===== config.mk =====
export PLATFORM = sky130hd
export DESIGN_NAME = vpts_map
export DESIGN_NICKNAME = d
export VERILOG_FILES = /design/src/hw/rtl/vpts_pkg.sv /design/src/hw/rtl/vpts_map.sv
export SDC_FILE = /design/constraint.sdc
export NUM_CORES = 1
export LEC_CHECK = 0
export BUFFER_PORTS_ARGS = -buffer_cell sky130_fd_sc_hd__buf_2
export CORE_AREA = 2 2 138 140
export CTS_BUF_LIST = sky130_fd_sc_hd__clkbuf_2
export CTS_CLUSTER_DIAMETER = 80
export DETAILED_ROUTE_END_ITERATION = 7
export DIE_AREA = 0 0 140 142
export PLACE_DENSITY = 0.73
export SKIP_LAST_GASP = 1
export SLEW_MARGIN = 20
export SYNTH_ARGS = -nofsm -noshare
export SYNTH_HDL_FRONTEND = slang
export SYNTH_SLANG_ARGS = --single-unit
export TNS_END_PERCENT = 5

===== constraint.sdc =====
create_clock -name clock -period 5.5 [get_ports clock]
set_input_delay 0.55 -clock clock [delete_from_list [all_inputs] [get_ports clock]]
set_output_delay 0.55 -clock clock [all_outputs]
set_load 0.01 [all_outputs]

===== src/hw/rtl/vpts_pkg.sv =====
// ----------------------------------------------------------------------------
// vpts_pkg
// Types and constants shared by the perspective projection pipeline.
// ----------------------------------------------------------------------------
package vpts_pkg;

   localparam int SCREEN_WIDTH  = 640;
   localparam int SCREEN_HEIGHT = 480;
   localparam int HALF_W        = SCREEN_WIDTH / 2;
   localparam int HALF_H        = SCREEN_HEIGHT / 2;

   localparam int SX_BITS  = 10;
   localparam int SY_BITS  = 9;
   localparam int X_QBITS  = 17;
   localparam int Z_QBITS  = 32;
   localparam int CSR_IDX_BITS = 2;

   // Input register, product, magnitude, divide setup, divide steps, output.
   localparam int PIPE_LATENCY = 4 + Z_QBITS + 1;

   localparam logic [X_QBITS-1:0] ONE_Q16 = X_QBITS'(65536);

   localparam logic [CSR_IDX_BITS-1:0] CSR_SCALE_X      = 2'd0;
   localparam logic [CSR_IDX_BITS-1:0] CSR_SCALE_Y      = 2'd1;
   localparam logic [CSR_IDX_BITS-1:0] CSR_DEPTH_GAIN   = 2'd2;
   localparam logic [CSR_IDX_BITS-1:0] CSR_DEPTH_OFFSET = 2'd3;

   typedef struct packed {
      logic signed [31:0] vert_x;
      logic signed [31:0] vert_y;
      logic signed [31:0] vert_z;
      logic signed [31:0] vert_w;
   } req_type;

   typedef struct packed {
      logic [SX_BITS-1:0] screen_x;
      logic [SY_BITS-1:0] screen_y;
      logic signed [31:0] depth_ndc;
      logic               x_outside;
      logic               y_outside;
      logic               w_zero;
   } rsp_type;

   typedef struct packed {
      logic signed [31:0] scale_x;
      logic signed [31:0] scale_y;
      logic signed [31:0] depth_gain;
      logic signed [31:0] depth_offset;
   } cfg_type;

   // One beat inside the divider: remainders, partial quotients and flags.
   typedef struct packed {
      logic               valid;
      logic               w_zero;
      logic [31:0]        w_mag;
      logic               x_neg;
      logic               y_neg;
      logic               z_neg;
      logic               x_ovf;
      logic               y_ovf;
      logic               z_ovf;
      logic [63:0]        x_rem;
      logic [63:0]        y_rem;
      logic [63:0]        z_rem;
      logic [X_QBITS-1:0] x_q;
      logic [X_QBITS-1:0] y_q;
      logic [Z_QBITS-1:0] z_q;
   } div_type;

endpackage


===== src/hw/rtl/vpts_map.sv =====
// ----------------------------------------------------------------------------
// vpts_map
// Viewport mapping, clip flags and depth saturation into the result register.
// ----------------------------------------------------------------------------
module vpts_map (
   input  logic              clock,
   input  logic              reset,
   input  vpts_pkg::div_type div_in,
   output logic              rsp_valid,
   output vpts_pkg::rsp_type rsp_data
);
   import vpts_pkg::*;

   logic    valid_ff;
   rsp_type rsp_ff, rsp_in;
   logic [31:0] xbase, ybase, xoff, yoff, xsum, ysum;
   logic        xo, yo, dneg;

   always_comb begin
      xbase = 32'(HALF_W) << 16;
      ybase = 32'(HALF_H) << 16;
      xoff  = 32'(div_in.x_q) * 32'(HALF_W);
      yoff  = 32'(div_in.y_q) * 32'(HALF_H);
      xsum  = div_in.x_neg ? xbase - xoff : xbase + xoff;
      ysum  = div_in.y_neg ? ybase - yoff : ybase + yoff;
      xo    = div_in.x_ovf || (div_in.x_q > ONE_Q16);
      yo    = div_in.y_ovf || (div_in.y_q > ONE_Q16);
      dneg  = div_in.z_neg;

      rsp_in           = '0;
      rsp_in.x_outside = xo;
      rsp_in.y_outside = yo;
      rsp_in.screen_x  = xo ? '0 : xsum[16 +: SX_BITS];
      rsp_in.screen_y  = yo ? '0 : ysum[16 +: SY_BITS];
      if (dneg) begin
         if (div_in.z_ovf || div_in.z_q > 32'h8000_0000) begin
            rsp_in.depth_ndc = 32'sh8000_0000;
         end else begin
            rsp_in.depth_ndc = 32'(-div_in.z_q);
         end
      end else begin
         if (div_in.z_ovf || div_in.z_q > 32'h7FFF_FFFF) begin
            rsp_in.depth_ndc = 32'sh7FFF_FFFF;
         end else begin
            rsp_in.depth_ndc = div_in.z_q;
         end
      end
      if (div_in.w_zero) begin
         rsp_in        = '0;
         rsp_in.w_zero = 1'b1;
      end
   end

   always_ff @(posedge clock) begin
      if (reset) begin
         valid_ff <= 1'b0;
      end else begin
         valid_ff <= div_in.valid;
      end
      rsp_ff <= rsp_in;
   end

   assign rsp_valid = valid_ff;
   assign rsp_data  = rsp_ff;

endmodule


# Word level (Yosys, flattened, before mapping)
# Index checks and enable logic that the tools add are counted.
dict set report totals {
  regBits 55
  in_bits 300
  output_inout_bits 55
}
dict set report op_classes {
  addsub 5
  mul 2
  n_lt_le_gt_ge 4
  muxes 6
  n_reduce_logical 6
}
# op n
set ops {}
lappend ops {{$mux W32} 3}
lappend ops {{$gt A17 B17 Y1 const B} 2}
lappend ops {{$gt A32 B31 Y1 const B} 1}
lappend ops {{$gt A32 B32 Y1 const B} 1}
lappend ops {{$neg A32 Y32} 1}
lappend ops {{$add A25 B26 Y26 const A} 1}
lappend ops {{$mux W26} 1}
lappend ops {{$sub A25 B26 Y26 const A} 1}
lappend ops {{$add A24 B25 Y25 const A} 1}
lappend ops {{$mux W25} 1}
lappend ops {{$sub A24 B25 Y25 const A} 1}
lappend ops {{$mul A17 B4 Y21 const B} 1}
lappend ops {{$mul A17 B3 Y20 const B} 1}
lappend ops {{$logic_or A1 B1 Y1} 4}
lappend ops {{$reduce_or A2 Y1} 2}
lappend ops {{$mux W1} 1}

# Depth between registers and ports, before layout
# Gate-level depths: netlist (run 1).
dict set report depth {
  depth_word 4
  mapped_depth 18
  mapped_depth_nobuf 17
}

# Worst setup path before layout (run 1)
# No wires, ideal clock.
dict set report synth_timing {
  path_type {input-to-reg}
  startpoint {input div_in[36] (netlist bit)}
  endpoint {register rsp_ff, in the netlist rsp_data[40]}
  setup_time_ns 0.095
  arrival_time_ns 4.205
  required_time_ns 5.405
  slack_ns 1.200
  path_stages 14
  path_buffers 0
  cell_sequence {inv_1 fa_1 fa_1 inv_1 ha_1 a21o_1 a21oi_4 a21oi_2 or3_1 a211o_1 nor4_4 a41oi_2 or4_1 o311ai_1}
}
dict set report synth_between {
  elab_chain_cells 3
  elab_cells_between_ends 7
  cone_classes {add/sub (2); mul (1); order compare (1); mux (1); reduce/logical (2)}
}
# element line_no
set synth_lines {}
lappend synth_lines {{from (decl)} vpts_map.sv:8} ;# input vpts_pkg::div_type div_in,
lappend synth_lines {{$mul A17 B4 Y21 or $gt A17 B17 Y1 (tied branches)} {vpts_map.sv:23, vpts_map.sv:27}}
lappend synth_lines {{$add A24 B25 Y25 (tied with other cells)} vpts_map.sv:25} ;# ysum = div_in.y_neg ? ybase - yoff : ybase + yoff;
lappend synth_lines {{$mux W25 or $reduce_or A2 Y1 (tied branches)} -}
lappend synth_lines {{to (signal assigned)} vpts_map.sv:60} ;# rsp_ff <= rsp_in;
lappend synth_lines {{to (decl)} vpts_map.sv:15} ;# rsp_type rsp_ff, rsp_in;
# Parallel ways exist; a longest one is shown, timed or not.
# A chain may end at the register's enable or synchronous reset.

# Worst setup path after layout (run 1)
dict set report layout_timing {
  startpoint {input div_in[35] (netlist bit)}
  endpoint {register rsp_ff, in the netlist rsp_data[43]}
}
# The elaborated chain is that of the path after synthesis.

==> results of run 1 <==
==> layout by cell type (no fill, tap or decap), types with 21 or more instances in the layout <==
master	count
inv_1	67
a21oi_1	39
buf_2	130
dfxtp_1	55
o22a_1	25
fa_1	32
ha_1	69
nor2_1	98
nor3_1	23
nand2_1	38
o21ai_0	21
==> flip-flops by register name, summed over array words and instances (netlist names) <==
register and flops:
rsp_valid 1, rsp_data 54
==> power breakdown <==
group	internal (mW)	switching [mW]
registers	0.433	0.00952
logic	0.457	0.637
clock network	0.0339	0.141
==> Yosys cell counts (18+ instances only) <==
| master | n |
|---|---|
| nor2_1 | 98 |
| ha_1 | 69 |
| inv_1 | 67 |
| dfxtp_1 | 55 |
| a21oi_1 | 39 |
| nand2_1 | 38 |
| fa_1 | 32 |
| o22a_1 | 25 |
| nor3_1 | 23 |
| o21ai_0 | 21 |
| clkbuf_1 | 20 |
| a31oi_1 | 18 |
==> metrics by stage <==
stage	worst slack, ns	utilization (%)	cells
floorplan	1.200	-	764
global placement	0.6926	38.27	1102
detailed placement	0.6973	38.27	1102
CTS	1.218	38.54	1110
global route	0.8664	38.54	1110
finish	1.216	38.56	1112
==> per-layer routing <==
| metal | vias up | part of all wire (%) |
|---|---|---|
| met5 | - | 0 |
| met4 | 0 | 0.95 |
| met1 | 2686 | 47 |
| li1 | 2959 | - |
| met2 | 127 | 44 |
| met3 | 10 | 7.5 |
==> kinds of logic (layout without fill, tap and decap cells) <==
family                   Yosys count  in the layout  share of synthesized area [%]
other                              0              2                              0
multiplexers                      16             16                          2.616
adder cells (fa/ha/maj)          101            101                          24.19
flip-flops                        55             55                          17.71
buffers and inverters             95            207                          5.875
XOR/XNOR                          29             29                          4.084
AO/OA/AOI/OAI                    190            190                          22.01
AND/OR/NAND/NOR                  278            278                          23.52
==> layout make-up <==
| cell class | count | area [sq um] | share of cell area, % |
|---|---|---|---|
| multi-input cells | 614 | 4752 | 66.77 |
| flip-flops and latches | 55 | 1101 | 15.47 |
| repair buffers | 132 | 665.6 | 9.353 |
| well taps | 234 | 292.8 | 4.114 |
| inverters | 67 | 251.5 | 3.534 |
| clock buffers | 5 | 25.02 | 0.3516 |
| clock inverters | 3 | 23.77 | 0.3340 |
| diodes | 2 | 5.005 | 0.07032 |
==> critical path: stages <==
cell and delay [ns]:
buf_2 0.12, inv_1 0.17, fa_1 0.47, fa_1 0.52, inv_1 0.04, ha_1 0.35
a211oi_1 0.40, o211ai_1 0.21, nand3_1 0.23, nor2_1 0.06, o41ai_1 0.38, xor2_1 0.44
ha_1 0.27, a21o_1 0.11, nand2_1 0.05, o2111ai_1 0.14, mux2i_1 0.20
==> path summary, 6_finish.rpt <==
path	start	end	depth (start not counted)
worst max-delay path	div_in[35]	rsp_data[43]	17
worst min-delay path	reset	rsp_valid	2
==> results.md, run 1 <==
* Critical path type: primary input to flop
* First-pass GRT wire length at 24,970 microns
* Setup TNS at 0 ns
* Seq cells post-synth at 55
* Fin crit period at 4.284 ns
* Number of H-tree levels at 2
* Initial Util at 33.69%
* Core area at 18,460 sq um
* Clock Pin Slew Worst Setup and Hold Paths at 0.29 ns
* Hpwl dp at 12,340 microns
* Area leader, netlist: dfxtp_1
* Grt peak-use layer: met2
* VDD IR max at 0.0001201 V
* Failing checks: design-rule violations
* Final hold slack at 0.1839 ns
* Mapped Nets at 1,165
* Gr ovfl total at 0
* Largest net degree at the start of global routing at 63
* Post-synth cell types at 76
* Hold Crit Class: primary input to flop
* Die width at 140 microns
* DR pass1 iterations at 8
* Final hold viol count at 0
* Vias per cell at 5.200
* CP Capture Type: flop
* PortBufs at 130
* Layout fillers at 1,899
* Status: complete, but fails checks
* Worst Tran Pin Value at 1.134 ns
* Number of synthesized flops with an enable pin at 0
* Pins Over Slew Limit at 0
* Die area at 19,880 sq um
* Vias at 5,782
* Register area share after synthesis at 17.71%
* Cts hold-fix bufs at 0
* CP Launch Type: primary input
* Mapped Area at 6218 sq um
* Clk root buf: clkbuf_2
* Cells after synthesis at 764
* Number of global-route vias before repair at 5,262
* Synth top area share at 17.71%
* GR Util met2 at 24.32%
* Ys flop type: dfxtp_1
* Postcts setup bufs at 0
* CTS tree: done
* DIE HEIGHT at 142 microns
* Layout Nets at 1,276
* Unrepaired setup endpoints after global routing: false
* Dominant cells by area after synthesis: dfxtp_1, ha_1, fa_1, nor2_1, inv_1
* Antenna violations before repair at 1
* Resized cells post-CTS at 0
* GP Congestion at 0.8326
* Final Setup Violations at 0
* Final Power at 1.711 mW
* 1st-iter DRT viols at 366
* FP Rows at 50
* Critical Path Fanout Max at 5
* Area Overhead vs Synth at 14.45%
* CTS Buf Count at 5
* GRT met1 Usage at 20.57%
* Fmax at 233.4 MHz
* Final ANT Viol Nets at 0
* Deepest clock path buffer count at 2
* Final period util at 77.90%
* Async SR Flop Fraction at 0%
* Cell leakage power at 3.339 nW
* Final instance area at 7117 sq um
* I/O pin count at 355
* Layout cells sized above 1 at 19.41%
* Max-cap violations at 0
* Met3 usage at 3.970%
* Synth warn at 0
* Placed Area at 7063 sq um
* Residual DRC at 18
* Syn Area/Cell at 8.139 sq um
* Total track usage at 15.04%
* Sinks on Clock Net at 55
* WL/cell at 13.88 microns
* Final Routed Wirelength at 15,430 microns
* WP data arrival at 4.72 ns
* CP required at 5.93 ns
* Power per cell area at 240.4 nW/um^2
* Relative slew slack at 24.40%
Note: power is estimated with default switching activity, not from simulation.
==> run 2: changes to the inputs <==
- CORE_AREA: 2 2 138 140 -> 2 2 136 138
- DIE_AREA: 0 0 140 142 -> 0 0 138 140
- PLACE_DENSITY: 0.73 -> 0.77
- clock period: 5.5 -> 3.6 ns (I/O delays scaled with it)
==> results.md, run 2 (same netlist as run 1, synthesis figures left out) <==
* DP Worst Slack at -0.4508 ns
* Clock Pin Slew Worst Setup and Hold Paths at 0.30 ns
* Number of global-route vias before repair at 5,894
* Final hold viol count at 0
* Antenna violations before repair at 0
* Final Routed Wirelength at 16,790 microns
* FP Rows at 49
* CP dominant cell by count: fa_1
* Final period util at 99.75%
* Hold Crit Class: primary input to flop
* CP Launch Type: primary input
* Critical Path Fanout Max at 3
* Status: finished clean
* Power per cell area at 400.6 nW/um^2
* VDD IR max at 0.0001849 V
* Vias per cell at 5.174
* Fin crit period at 3.591 ns
* Final worst slack at 0.009175 ns
* Slowest-stage cell, CP: fa_1
* Total track usage at 16.69%
* Vias at 6,219
* Fmax at 278.5 MHz
* Initial Util at 34.98%
* Residual DRC at 0
* DR pass1 iterations at 5
* Layout cells sized above 1 at 30.01%
* GP Congestion at 0.8769
* Gr ovfl total at 0
* I/O pin count at 355
* WP data arrival at 3.94 ns
* CTS tree: done
* Core area at 17,780 sq um
* Max-cap violations at 0
* Pins Over Slew Limit at 0
* Die area at 19,320 sq um
* PortBufs at 130
* Final Power at 3.213 mW
* Commonest cells after routing, fill and taps aside: buf_2, nor2_1, buf_4, ha_1, inv_1
* Clk root buf: clkbuf_2
* Critical path type: primary input to flop
* Cell Chain, Critical Path: buf_2 -> fa_1 -> fa_1 -> fa_1 -> a211oi_2 -> o21bai_1 -> a21oi_2 -> o21ai_1 -> xor2_1 -> nor4_4 -> a41oi_2 -> or4_1 -> o311ai_1
* DIE HEIGHT at 140 microns
* Sinks on Clock Net at 55
* Area Overhead vs Synth at 28.97%
* Slowest stage delay, CP at 0.59 ns
* Relative slew slack at 37.52%
* 1st-iter DRT viols at 327
* Setup TNS at 0 ns
* Leading cell type in the layout, fill and taps excluded: buf_2
* Largest net degree at the start of global routing at 63
* Deepest clock path buffer count at 2
* Die width at 138 microns
* Number of H-tree levels at 2
* # diodes at 0
* CTS Buf Count at 5
* Layout Nets at 1,373
* Final ANT Viol Nets at 0
* Worst Tran Pin Value at 0.9372 ns
* Max FFs per register at 54
* Cell leakage power at 3.798 nW
* WL/cell at 13.97 microns
* Unrepaired setup endpoints after global routing: true
* Hpwl dp at 13,630 microns
* CP required at 3.95 ns
* First-pass GRT wire length at 27,680 microns
* CP Capture Type: flop
* Final Setup Violations at 0
-- run 2: changes by cell type in the layout (fill, tap and decap cells not counted), moves of 3 or more --
cell        change
buf_4          +95
ha_1            -5
a21oi_1         -4
ha_4            +4
a21oi_2         +3
clkinvlp_4      +6
inv_1           -9
-- run 2: cell type report --
type	count	area, sq um
Clock buffer	6	30.03
Tap cell	229	286.5
Multi-Input combinational cell	614	4877
Fill cell	1777	9759
Timing Repair Buffer	229	1409
Sequential cell	55	1101
Clock inverter	2	38.79
Inverter	67	277.8
-- run 2: timing repair --
action	CTS	global route
endpoints found under the setup margin	0	6
hold endpoints to repair	1	0
resized for setup	0	11
setup buffers	0	4
hold buffers	1	0
-- run 2: where the power goes --
group          switching (mW)  internal, mW  leakage [nW]
Sequential             0.0189         0.661         0.455
Clock                   0.201         0.123        0.0436
Combinational            1.12          1.08          3.30
-- run 2: metrics by stage --
stage / utilization [%] / area, sq um / instances / hold WS (ns)
after floorplan: - / 6325 / 764 / 0.3877
after global placement: 44.17 / 7853 / 1189 / 0.5178
after detailed placement: 44.17 / 7853 / 1189 / 0.5242
after CTS: 44.61 / 7931 / 1198 / 0.06441
after global routing: 45.11 / 8020 / 1202 / 0.08582
final: 45.11 / 8020 / 1202 / 0.09799
-- run 2: worst max-delay path: cells and delay by family --
| kind | cells | cell delay [ns] |
|---|---|---|
| adders and majority gates | 3 | 1.50 |
| buffers and inverters | 1 | 0.12 |
| xor gates and xnor gates | 1 | 0.17 |
| AOI/OAI and AO/OA | 6 | 1.03 |
| and+or+nand+nor | 2 | 0.74 |
-- run 2: path summary, 6_finish.rpt --
kind                  endpoint  slack, ns   startpoint  depth (start not counted)
hold / removal       rsp_valid        0.1  div_in[297]                          2
setup / recovery  rsp_data[40]      0.009   div_in[32]                         13
-- run 2: per-layer routing --
| layer | global-route usage (%) | up-vias | part of all wire [%] | wire length, microns |
|---|---|---|---|---|
| li1 | - | 3159 | - | - |
| met1 | 21.33 | 2896 | 44 | 7386 |
| met2 | 29.70 | 144 | 48 | 8076 |
| met3 | 2.701 | 20 | 5.7 | 960 |
| met4 | 3.652 | 0 | 2.2 | 365 |
| met5 | 0 | - | 0 | 0 |
==> run 3: changes to the inputs <==
- CORE_AREA: 2 2 136 138 -> unset
- CORE_MARGIN: unset -> 2
- CORE_UTILIZATION: unset -> 35
- DIE_AREA: 0 0 138 140 -> unset
- PLACE_DENSITY: 0.77 -> 0.78
==> results.md, run 3 (same netlist as run 1, synthesis figures left out) <==
* Final ANT Viol Nets at 0
* Die width at 137.3 microns
* Cell leakage power at 3.777 nW
* Relative slew slack at 38.29%
* Final instance area at 7925 sq um
* Largest net degree at the start of global routing at 63
* Final hold slack at 0.08165 ns
* Grt peak-use layer: met2
* Layout cells sized above 1 at 29.18%
* Deepest clock path buffer count at 2
* Worst Tran Pin Value at 0.9257 ns
* Placed Area at 7855 sq um
* Util after Layout at 45.66%
* Gr ovfl total at 0
* Final period util at 96.94%
* Non-Filler Instances at 1,195
* Met3 usage at 3.091%
* Fin crit period at 3.490 ns
* Postcts setup bufs at 0
* Hpwl dp at 13,640 microns
* Worst path top cell family by delay: adder cells
* Number of global-route vias before repair at 5,907
* Final hold viol count at 0
* GP Congestion at 0.8633
* Vias per cell at 5.187
* DR pass1 iterations at 5
* I/O pin count at 355
* Clock Pin Slew Worst Setup and Hold Paths at 0.31 ns
* Layout Nets at 1,370
* CTS Buf Count at 5
* Residual DRC at 0
* Status: finished clean
* Initial Util at 35.83%
* Die area at 18,850 sq um
* Commonest cells after routing, fill and taps aside: buf_2, nor2_1, buf_4, ha_1, inv_1
* Antenna violations before repair at 0
* CTS tree: done
* VDD IR max at 0.0001886 V
* Pins Over Slew Limit at 0
* Fmax at 286.5 MHz
* Critical path type: primary input to flop
* Final Setup Violations at 0
* 1st-iter DRT viols at 288
* CP Launch Type: primary input
* Final Routed Wirelength at 16,470 microns
* Worst path buffer plus inverter count at 3
* Final worst slack at 0.1100 ns
* Vias at 6,199
* Unrepaired setup endpoints after global routing: true
* PortBufs at 130
* # diodes at 0
* First-pass GRT wire length at 26,510 microns
* Critical Path Fanout Max at 4
* Clk root buf: clkbuf_2
* Final Power at 3.082 mW
* CP required at 3.97 ns
* Sinks on Clock Net at 55
* Hold Crit Class: primary input to flop
* WL/cell at 13.78 microns
* Power per cell area at 388.9 nW/um^2
* DIE HEIGHT at 137.3 microns
* Setup TNS at 0 ns
* CP Capture Type: flop
* Total track usage at 17.07%
* Dpl cells at 1,186
* Cell Chain, Critical Path: buf_2 -> inv_1 -> fa_1 -> fa_1 -> inv_1 -> ha_1 -> a21oi_1 -> mux2_2 -> o31a_1 -> nor4_4 -> a41oi_2 -> or4_1 -> o311ai_1
* WP data arrival at 3.86 ns
* GR Util met2 at 29.35%
* DP Worst Slack at -0.4916 ns
* FP Rows at 48
* Area Overhead vs Synth at 27.44%
* Leading cell type in the layout, fill and taps excluded: buf_2
* Slowest stage delay, CP at 0.51 ns
* Core area at 17,360 sq um
* Number of H-tree levels at 2
* Slowest-stage cell, CP: fa_1
* Max FFs per register at 54
* GRT met1 Usage at 21.58%
* Max-cap violations at 0
==> run 3: worst paths after layout <==
| check | startpoint | endpoint | slack (ns) | cells past startpoint |
|---|---|---|---|---|
| max | div_in[35] | rsp_data[40] | 0.11 | 13 |
| min | div_in[297] | rsp_valid | 0.08 | 2 |
==> run 3: final cells by class <==
class                      instances  area, sq um
clock buffer                       5        25.02
clock inverter                     3        23.77
fill                            1679         9432
inverter                          67        274.0
multi-input combinational        614         4833
sequential                        55         1101
tap                              225        281.5
timing repair buffer             226         1386
==> run 3: power by group <==
group          internal (mW)  switching [mW]  total (mW)  leakage [nW]
sequential             0.661          0.0194       0.680         0.455
clock                 0.0519           0.211       0.263        0.0309
combinational           1.05            1.09        2.14          3.29
==> run 3: routing by layer <==
layer	up-vias	share of wire [%]	wire length, microns
met3	35	5.1	843
met4	0	3.1	507
li1	3142	-	-
met1	2876	44	7286
met5	-	0	0
met2	146	48	7833
==> run 3: what timing repair did <==
action,4_1_cts,5_1_grt
hold buffers,1,0
gates resized for setup,0,2
setup endpoints to repair,0,6
hold endpoints to repair,1,0
